## src/rtl/cwpf_pkg.sv

```systemverilog
// Shared types, constants and the CRC byte update for the write packet framer.
// No dependencies.
`timescale 1ns / 1ps

package cwpf_pkg;

  localparam logic [15:0] CRC_POLY = 16'h8005;

  localparam logic [7:0] INSTR_RESET = 8'd3;

  localparam logic [7:0] HDR_SYNC   = 8'hFF;
  localparam logic [7:0] HDR_MARK   = 8'hFD;
  localparam logic [7:0] BYTE_ZERO  = 8'h00;
  localparam logic [7:0] LEN_NARROW = 8'd7;
  localparam logic [7:0] LEN_WIDE   = 8'd9;

  // Byte positions inside a packet
  localparam logic [3:0] POS_SYNC0   = 4'd0;
  localparam logic [3:0] POS_SYNC1   = 4'd1;
  localparam logic [3:0] POS_MARK    = 4'd2;
  localparam logic [3:0] POS_RSVD    = 4'd3;
  localparam logic [3:0] POS_ID      = 4'd4;
  localparam logic [3:0] POS_LEN_LO  = 4'd5;
  localparam logic [3:0] POS_LEN_HI  = 4'd6;
  localparam logic [3:0] POS_INSTR   = 4'd7;
  localparam logic [3:0] POS_ADDR_LO = 4'd8;
  localparam logic [3:0] POS_ADDR_HI = 4'd9;
  localparam logic [3:0] POS_VAL0    = 4'd10;
  localparam logic [3:0] POS_VAL1    = 4'd11;
  localparam logic [3:0] POS_VAL2    = 4'd12;
  localparam logic [3:0] POS_VAL3    = 4'd13;
  localparam logic [3:0] POS_W_CRCLO = 4'd14;
  localparam logic [3:0] POS_W_CRCHI = 4'd15;

  localparam logic [3:0] LAST_NARROW = 4'd13;
  localparam logic [3:0] LAST_WIDE   = 4'd15;

  typedef struct packed {
    logic [7:0]  servo_id;
    logic [15:0] reg_addr;
    logic [31:0] write_value;
    logic        wide;
    logic [7:0]  instr;
    logic [7:0]  len_byte;
    logic [3:0]  last_pos;
  } req_t;

  function automatic logic [15:0] crc_byte(input logic [15:0] crc_in, input logic [7:0] b);
    logic [15:0] c;
    c = crc_in ^ {b, 8'h00};
    for (int k = 0; k < 8; k++) begin
      if (c[15]) begin
        c = {c[14:0], 1'b0} ^ CRC_POLY;
      end else begin
        c = {c[14:0], 1'b0};
      end
    end
    return c;
  endfunction

endpackage

```

## src/rtl/cwpf_front.sv

```systemverilog
// Front end: takes write requests, classifies width, builds the queue record.
// Depends on cwpf_pkg.
`timescale 1ns / 1ps

module cwpf_front (
  input  logic                clk,
  input  logic                rst_n,
  input  logic                in_valid,
  output logic                in_stall,
  input  logic [7:0]          in_servo_id,
  input  logic [15:0]         in_reg_addr,
  input  logic [31:0]         in_write_value,
  input  logic                in_wide_write,
  input  logic [7:0]          instr,
  input  logic                q_full,
  output logic                q_push,
  output cwpf_pkg::req_t      q_wdata
);

  logic           valid_r, valid_nxt;
  cwpf_pkg::req_t req_r, req_nxt;
  logic           accept;

  assign q_push   = valid_r && !q_full;
  assign in_stall = valid_r && q_full;
  assign accept   = in_valid && !in_stall;
  assign q_wdata  = req_r;

  always_comb begin
    valid_nxt = valid_r;
    req_nxt   = req_r;
    if (q_push) begin
      valid_nxt = 1'b0;
    end
    if (accept) begin
      valid_nxt           = 1'b1;
      req_nxt.servo_id    = in_servo_id;
      req_nxt.reg_addr    = in_reg_addr;
      req_nxt.write_value = in_write_value;
      req_nxt.wide        = in_wide_write;
      req_nxt.instr       = instr;
      req_nxt.len_byte    = in_wide_write ? cwpf_pkg::LEN_WIDE : cwpf_pkg::LEN_NARROW;
      req_nxt.last_pos    = in_wide_write ? cwpf_pkg::LAST_WIDE : cwpf_pkg::LAST_NARROW;
    end
  end

  always_ff @(posedge clk) begin
    if (!rst_n) begin
      valid_r <= 1'b0;
    end else begin
      valid_r <= valid_nxt;
    end
    req_r <= req_nxt;
  end

endmodule

```

## src/rtl/cwpf_queue.sv

```systemverilog
// Two-entry request queue between front end and byte serializer.
// Depends on cwpf_pkg.
`timescale 1ns / 1ps

module cwpf_queue (
  input  logic           clk,
  input  logic           rst_n,
  input  logic           push,
  input  cwpf_pkg::req_t wdata,
  output logic           full,
  input  logic           pop,
  output logic           not_empty,
  output cwpf_pkg::req_t rdata
);

  cwpf_pkg::req_t mem_r [2];
  logic           wr_ptr_r, wr_ptr_nxt;
  logic           rd_ptr_r, rd_ptr_nxt;
  logic [1:0]     count_r, count_nxt;

  assign full      = (count_r == 2'd2);
  assign not_empty = (count_r != 2'd0);
  assign rdata     = mem_r[rd_ptr_r];

  always_comb begin
    wr_ptr_nxt = push ? ~wr_ptr_r : wr_ptr_r;
    rd_ptr_nxt = pop ? ~rd_ptr_r : rd_ptr_r;
    count_nxt  = count_r;
    if (push && !pop) begin
      count_nxt = count_r + 2'd1;
    end else if (pop && !push) begin
      count_nxt = count_r - 2'd1;
    end
  end

  always_ff @(posedge clk) begin
    if (!rst_n) begin
      wr_ptr_r <= 1'b0;
      rd_ptr_r <= 1'b0;
      count_r  <= 2'd0;
    end else begin
      wr_ptr_r <= wr_ptr_nxt;
      rd_ptr_r <= rd_ptr_nxt;
      count_r  <= count_nxt;
    end
    if (push) begin
      mem_r[wr_ptr_r] <= wdata;
    end
  end

endmodule

```

## src/rtl/cwpf_back.sv

```systemverilog
// Back end: walks the head request byte by byte, runs the CRC, drives the output register.
// Depends on cwpf_pkg.
`timescale 1ns / 1ps

module cwpf_back (
  input  logic           clk,
  input  logic           rst_n,
  input  logic           q_valid,
  input  cwpf_pkg::req_t q_rdata,
  output logic           q_pop,
  output logic           out_valid,
  input  logic           out_stall,
  output logic [7:0]     out_tx_byte,
  output logic           out_last_byte
);

  logic [3:0]  pos_r, pos_nxt;
  logic [15:0] crc_r, crc_nxt;
  logic        ov_r, ov_nxt;
  logic [7:0]  ob_r, ob_nxt;
  logic        ol_r, ol_nxt;

  logic        load, emit, is_last;
  logic [15:0] crc_base;
  logic [7:0]  cur_byte;
  logic        is_crc;

  assign load     = !ov_r || !out_stall;
  assign emit     = q_valid && load;
  assign is_last  = (pos_r == q_rdata.last_pos);
  assign q_pop    = emit && is_last;
  // fresh CRC at the first byte of each packet
  assign crc_base = (pos_r == cwpf_pkg::POS_SYNC0) ? 16'h0000 : crc_r;

  always_comb begin
    is_crc = 1'b0;
    unique case (pos_r)
      cwpf_pkg::POS_SYNC0:   cur_byte = cwpf_pkg::HDR_SYNC;
      cwpf_pkg::POS_SYNC1:   cur_byte = cwpf_pkg::HDR_SYNC;
      cwpf_pkg::POS_MARK:    cur_byte = cwpf_pkg::HDR_MARK;
      cwpf_pkg::POS_RSVD:    cur_byte = cwpf_pkg::BYTE_ZERO;
      cwpf_pkg::POS_ID:      cur_byte = q_rdata.servo_id;
      cwpf_pkg::POS_LEN_LO:  cur_byte = q_rdata.len_byte;
      cwpf_pkg::POS_LEN_HI:  cur_byte = cwpf_pkg::BYTE_ZERO;
      cwpf_pkg::POS_INSTR:   cur_byte = q_rdata.instr;
      cwpf_pkg::POS_ADDR_LO: cur_byte = q_rdata.reg_addr[7:0];
      cwpf_pkg::POS_ADDR_HI: cur_byte = q_rdata.reg_addr[15:8];
      cwpf_pkg::POS_VAL0:    cur_byte = q_rdata.write_value[7:0];
      cwpf_pkg::POS_VAL1:    cur_byte = q_rdata.write_value[15:8];
      cwpf_pkg::POS_VAL2: begin
        // narrow packets put the CRC trailer here
        is_crc   = !q_rdata.wide;
        cur_byte = q_rdata.wide ? q_rdata.write_value[23:16] : crc_r[7:0];
      end
      cwpf_pkg::POS_VAL3: begin
        is_crc   = !q_rdata.wide;
        cur_byte = q_rdata.wide ? q_rdata.write_value[31:24] : crc_r[15:8];
      end
      cwpf_pkg::POS_W_CRCLO: begin
        is_crc   = 1'b1;
        cur_byte = crc_r[7:0];
      end
      cwpf_pkg::POS_W_CRCHI: begin
        is_crc   = 1'b1;
        cur_byte = crc_r[15:8];
      end
      default: cur_byte = cwpf_pkg::BYTE_ZERO;
    endcase
  end

  always_comb begin
    pos_nxt = pos_r;
    crc_nxt = crc_r;
    ov_nxt  = ov_r;
    ob_nxt  = ob_r;
    ol_nxt  = ol_r;
    if (load) begin
      ov_nxt = emit;
    end
    if (emit) begin
      ob_nxt  = cur_byte;
      ol_nxt  = is_last;
      pos_nxt = is_last ? cwpf_pkg::POS_SYNC0 : pos_r + 4'd1;
      if (!is_crc) begin
        crc_nxt = cwpf_pkg::crc_byte(crc_base, cur_byte);
      end
    end
  end

  always_ff @(posedge clk) begin
    if (!rst_n) begin
      pos_r <= cwpf_pkg::POS_SYNC0;
      ov_r  <= 1'b0;
    end else begin
      pos_r <= pos_nxt;
      ov_r  <= ov_nxt;
    end
    crc_r <= crc_nxt;
    ob_r  <= ob_nxt;
    ol_r  <= ol_nxt;
  end

  assign out_valid     = ov_r;
  assign out_tx_byte   = ob_r;
  assign out_last_byte = ol_r;

endmodule

```

## src/rtl/crc16_write_packet_framer.sv

```systemverilog
// Top level of the write packet framer: config register, front end, queue, serializer.
// Depends on cwpf_pkg, cwpf_front, cwpf_queue, cwpf_back.
`timescale 1ns / 1ps

// Usage
//  - Input channel (in_*): one write request per word: servo id, register
//    address, 32-bit value and a wide flag. Accepted when in_valid is high
//    and in_stall is low.
//  - Output channel (out_*): one packet byte per word, out_last_byte marks
//    the CRC high byte closing a packet. The receiver holds out_stall high
//    to pause; the byte on the port holds still while stalled.
//  - cfg_wr_en/cfg_wr_data write the instruction byte (reset value 3). It is
//    sampled when a request enters, so write it only while the block is idle.
//  - Path: an accepted request is held in the input register, written into the
//    queue, and its first byte is then loaded into the output register.
//  - Throughput: one byte per cycle while out_stall is low; a narrow request
//    is 14 bytes and a wide one 16. The rate is set by the single byte serializer
//    and its CRC step; packets follow with no gap while the next one is queued.
//  - The two-entry queue (head = request being serialized) plus the input register
//    hold up to three requests, so two more wait while busy or the receiver stalls.
//  - Reset (rst_n low, synchronous) empties the queue and the output stage
//    and restores the instruction byte.

module crc16_write_packet_framer (
  input  logic        clk,
  input  logic        rst_n,
  input  logic        in_valid,
  output logic        in_stall,
  input  logic [7:0]  in_servo_id,
  input  logic [15:0] in_reg_addr,
  input  logic [31:0] in_write_value,
  input  logic        in_wide_write,
  output logic        out_valid,
  input  logic        out_stall,
  output logic [7:0]  out_tx_byte,
  output logic        out_last_byte,
  input  logic        cfg_wr_en,
  input  logic [7:0]  cfg_wr_data
);

  logic [7:0] instr_r, instr_nxt;

  logic           q_full, q_push, q_pop, q_valid;
  cwpf_pkg::req_t q_wdata, q_rdata;

  assign instr_nxt = cfg_wr_en ? cfg_wr_data : instr_r;

  always_ff @(posedge clk) begin
    if (!rst_n) begin
      instr_r <= cwpf_pkg::INSTR_RESET;
    end else begin
      instr_r <= instr_nxt;
    end
  end

  cwpf_front u_front (
    .clk            (clk),
    .rst_n          (rst_n),
    .in_valid       (in_valid),
    .in_stall       (in_stall),
    .in_servo_id    (in_servo_id),
    .in_reg_addr    (in_reg_addr),
    .in_write_value (in_write_value),
    .in_wide_write  (in_wide_write),
    .instr          (instr_r),
    .q_full         (q_full),
    .q_push         (q_push),
    .q_wdata        (q_wdata)
  );

  cwpf_queue u_queue (
    .clk       (clk),
    .rst_n     (rst_n),
    .push      (q_push),
    .wdata     (q_wdata),
    .full      (q_full),
    .pop       (q_pop),
    .not_empty (q_valid),
    .rdata     (q_rdata)
  );

  cwpf_back u_back (
    .clk           (clk),
    .rst_n         (rst_n),
    .q_valid       (q_valid),
    .q_rdata       (q_rdata),
    .q_pop         (q_pop),
    .out_valid     (out_valid),
    .out_stall     (out_stall),
    .out_tx_byte   (out_tx_byte),
    .out_last_byte (out_last_byte)
  );

endmodule

```

## config.mk

```make
export PLATFORM = sky130hd
export DESIGN_NAME = crc16_write_packet_framer
export DESIGN_NICKNAME = d
export VERILOG_FILES = /design/src/rtl/cwpf_pkg.sv /design/src/rtl/cwpf_front.sv /design/src/rtl/cwpf_queue.sv /design/src/rtl/cwpf_back.sv /design/src/rtl/crc16_write_packet_framer.sv
export SDC_FILE = /design/constraint.sdc
export NUM_CORES = 1
export LEC_CHECK = 0
export CORE_ASPECT_RATIO = 1.5
export CORE_UTILIZATION = 50
export CTS_CLUSTER_DIAMETER = 200
export CTS_CLUSTER_SIZE = 20
export DETAILED_ROUTE_END_ITERATION = 16
export DONT_BUFFER_PORTS = 1
export SYNTH_ARGS = -nofsm -noshare
export SYNTH_HDL_FRONTEND = slang
export SYNTH_SLANG_ARGS = --single-unit
```

## constraint.sdc

```tcl
create_clock -name clk -period 9.5 [get_ports clk]
set_input_delay 0 -clock clk [delete_from_list [all_inputs] [get_ports clk]]
set_output_delay 0 -clock clk [all_outputs]
set_load 0.01 [all_outputs]
```

==> impl_metrics.toml <==
[status]
status = "finished clean"

[clocking]
cts.sinks = 242
postCtsResizedCells = 0
h-tree-depth = 1
tritoncts = "yes"
insertion_delay_ns = 0.48
cts_max_path_buffers = 3
clkTransAtPathRegs_ns = 0.09
cts_root_buf = "clkbuf_16"
cts_buffers = 16

[global_routing]
grt_antenna_before_repair = 0
grt-ovfl-total = 0
grt_pass1_vias = 4903
grt.total_usage_pct = 18.7
grt_pass1_wl_um = 27100
grt_max_degree = 67

[synth]
synth_cell_types = 50
synth_area_leaders = "edfxtp_1 (71%), mux2i_1 (7.0%), dfxtp_1 (4.0%)"
synth_area_per_cell_um2 = 17.1
yosysTopAreaCell = "edfxtp_1"
ys_ff_latch = 242
ys_seq_area_share_pct = 75.1
syn-num-nets = 626
synth_top_area_share_pct = 71.0
synth_warnings = 0
syn_inst = 550
synth_area_um2 = 9430

[timing]
hold_viol_final = 0
fmax_ghz = 0.262
finalCritPeriodShare_pct = 40.2
setup_viol_count_final = 0
holdWs_ns = 0.139
rsz0062_at_grt = "no"
worst_clock_skew_ns = 0.0271
period_minus_slack_ns = 3.82
slew_headroom_pct = 26.2
fin_setup_tns_ns = 0
drv_slew = 0
fin_ws_ns = 5.68
tightest_slew_ns = 1.11

[setup_path]
timing.critical_path.cells = "inv_1, ha_1, nand3_1, o22ai_1, a22oi_1, nand2_1, mux2i_2, xnor3_1, xnor3_2, xor2_1"
cp-end-kind = "flip-flop"
cp_slowest_cell = "ha_1"
cp.required_ns = 9.70
worstPathMaxFanout = 16
crit_family = "XOR/XNOR gates"
crit_path_start_kind = "flip-flop"
timing.critical_path.buf_inv = 1
critical_path_arrival_ns = 4.02
cpPeakStageDelay_ns = 0.58
crit_type = "flip-flop to flip-flop"

[run]
maxCapViolations = 0

[layout]
fin_util_pct = 59.1
drive_gt1_share_pct = 6.56
synthToLayoutAreaGrowth_pct = 15.8
n_antenna_cell = 0
final_nets = 706

[placement]
place.gp.congestion = 0.869
hpwl_um = 11200
portBuffers = 0
pre_cts_ws_ns = 5.68

[floorplan]
io_pins = 81
initial_core_util_pct = 51.0
die_h_um = 170
core_area_um2 = 18500
placementRows = 61
die_area_um2 = 19400
die_x_um = 114

[pwr]
swShare_pct = 21.8
leakagePower_nw = 3.44
netSwitchingPower_uw = 466
vdd_drop_max_mv = 0.174
combPwrFrac_pct = 9.0
power_frac_seq_pct = 59.8
clkPwrFrac_pct = 31.1
p_int_mw = 1.67
powerDensity_nw_per_um2 = 196

[route]
firstDrtPassIters = 5
finalWirelength_um = 17500
drt_iter0_markers = 302
antenna_left = 0
vias = 4785
drc = 0
wl_per_cell_um = 19.6
drt-vias-per-instance = 5.36

[worst_hold_path]
hold_path_class = "primary input to flip-flop"
## final timing paths
path | cells after the start | slack [ns] | end | from
hold / removal | 1 | 0.14 | u_front.q_wdata[36] | in_write_value[15]
hold reg to reg | 0 | 0.43 | u_front.q_wdata[16] | instr_r[4]
setup reg to reg | 10 | 5.68 | u_back.crc_r[0] | u_back.pos_r[0]
setup / recovery | 10 | 5.68 | u_back.crc_r[0] | u_back.pos_r[0]
## cells in the mapped netlist (all sizes together)
cell type and number:
edfxtp 223, mux2i 67, nand2 28, o22ai 27, nor2 21, xnor2 20, dfxtp 19, buf 13
inv 12, a22oi 11, and2 11, xor2 11, a211oi 7, nor2b 7, a21oi 6, ha 6
nand3b 6, clkbuf 5, nand3 5, a22o 4, nor4 4, o21ai 4, a2111oi 3, a221oi 3
mux2 3, nand2b 3, nor3 3, or3 3, a21boi 2, nor3b 2, o21a 2, o22a 2
xnor3 2, a21o 1, and3 1, nand4 1, nor4b 1, o2111ai 1
## timing repair
action	in CTS	in global routing
hold buffers	75	0
hold endpoints to repair	86	0
setup buffers	0	0
## cells by family (layout without fill, tap and decap cells)
logic type                 count (synthesis)  count (layout)  synth area share (%)
DFF                                      242             242                  75.1
and+or+nand+nor                           96              96                  5.23
AOI/OAI and AO/OA                         73              73                  6.05
muxes                                     70              70                  7.51
xor gates and xnor gates                  33              33                  3.53
buffers and inverters                     30             120                  1.82
adders and majority gates                  6               6                 0.796
## per-stage QoR
stage | total power, mW | cell area [µm²] | cells
2_1_floorplan | 1.42 | 9430 | 550
3_3_place_gp | 1.47 | 9680 | 789
5_1_grt | 2.22 | 10900 | 892
4_1_cts | 2.17 | 10900 | 892
6_report | 2.14 | 10900 | 892
3_5_place_dp | 1.47 | 9680 | 789
## power by group through the flow
stage | clock, mW | combinational, mW | sequential, mW
after floorplan | 0 | 0.131 | 1.29
after global placement | 0 | 0.166 | 1.30
after detailed placement | 0 | 0.168 | 1.31
after CTS | 0.690 | 0.196 | 1.28
after global routing | 0.719 | 0.212 | 1.29
final | 0.666 | 0.193 | 1.28
## state kept, by name, summed over array words and instances, names as in the netlist, 2 cells and up, named ones only
name                count
u_queue.mem_r         132
u_back.out_tx_byte      8
u_front.q_wdata        66
instr_r                 8
u_back.crc_r           16
u_queue.count_r         2
u_back.pos_r            4
## placed cells by master, fill, tap and decap left out, drive strengths merged, types with 4 or more instances in the layout
| master | n |
|---|---|
| xor2 | 11 |
| dfxtp | 19 |
| a22oi | 11 |
| nand3 | 5 |
| xnor2 | 20 |
| nor2 | 21 |
| a22o | 4 |
| o21ai | 4 |
| clkbuf | 27 |
| nand2 | 28 |
| mux2i | 67 |
| inv | 13 |
| dlygate4sd3 | 75 |
| nor4 | 4 |
| nor2b | 7 |
| ha | 6 |
| buf | 5 |
| nand3b | 6 |
| edfxtp | 223 |
| and2 | 11 |
| a211oi | 7 |
| a21oi | 6 |
| o22ai | 27 |
## worst register-to-register path: cells and delay by family, from the launching register on
kind | cells | cell delay [ns]
xor+xnor | 3 | 0.91
compound gates | 2 | 0.65
fa+ha+maj | 1 | 0.58
simple gates | 2 | 0.58
flops | 1 | 0.37
mux | 1 | 0.31
buf+inv | 1 | 0.15
## metal layers
| layer | vias up | part of all wire, % | track usage (%) |
|---|---|---|---|
| li1 | 2275 | - | - |
| met1 | 2367 | 41 | 24.3 |
| met2 | 112 | 51 | 31.7 |
| met3 | 31 | 4.6 | 3.28 |
| met4 | 0 | 2.7 | 6.32 |
| met5 | - | 0 | 0 |
## final cells by class
cell class	instances	area (µm²)
Inverter	12	45.0
Fill cell	1470	7560
Multi-Input combinational cell	278	2200
Clock inverter	1	20.0
Timing Repair Buffer	80	788
Clock buffer	27	463
Tap cell	252	315
Sequential cell	242	7080
Power figures use the tool's default switching activity.
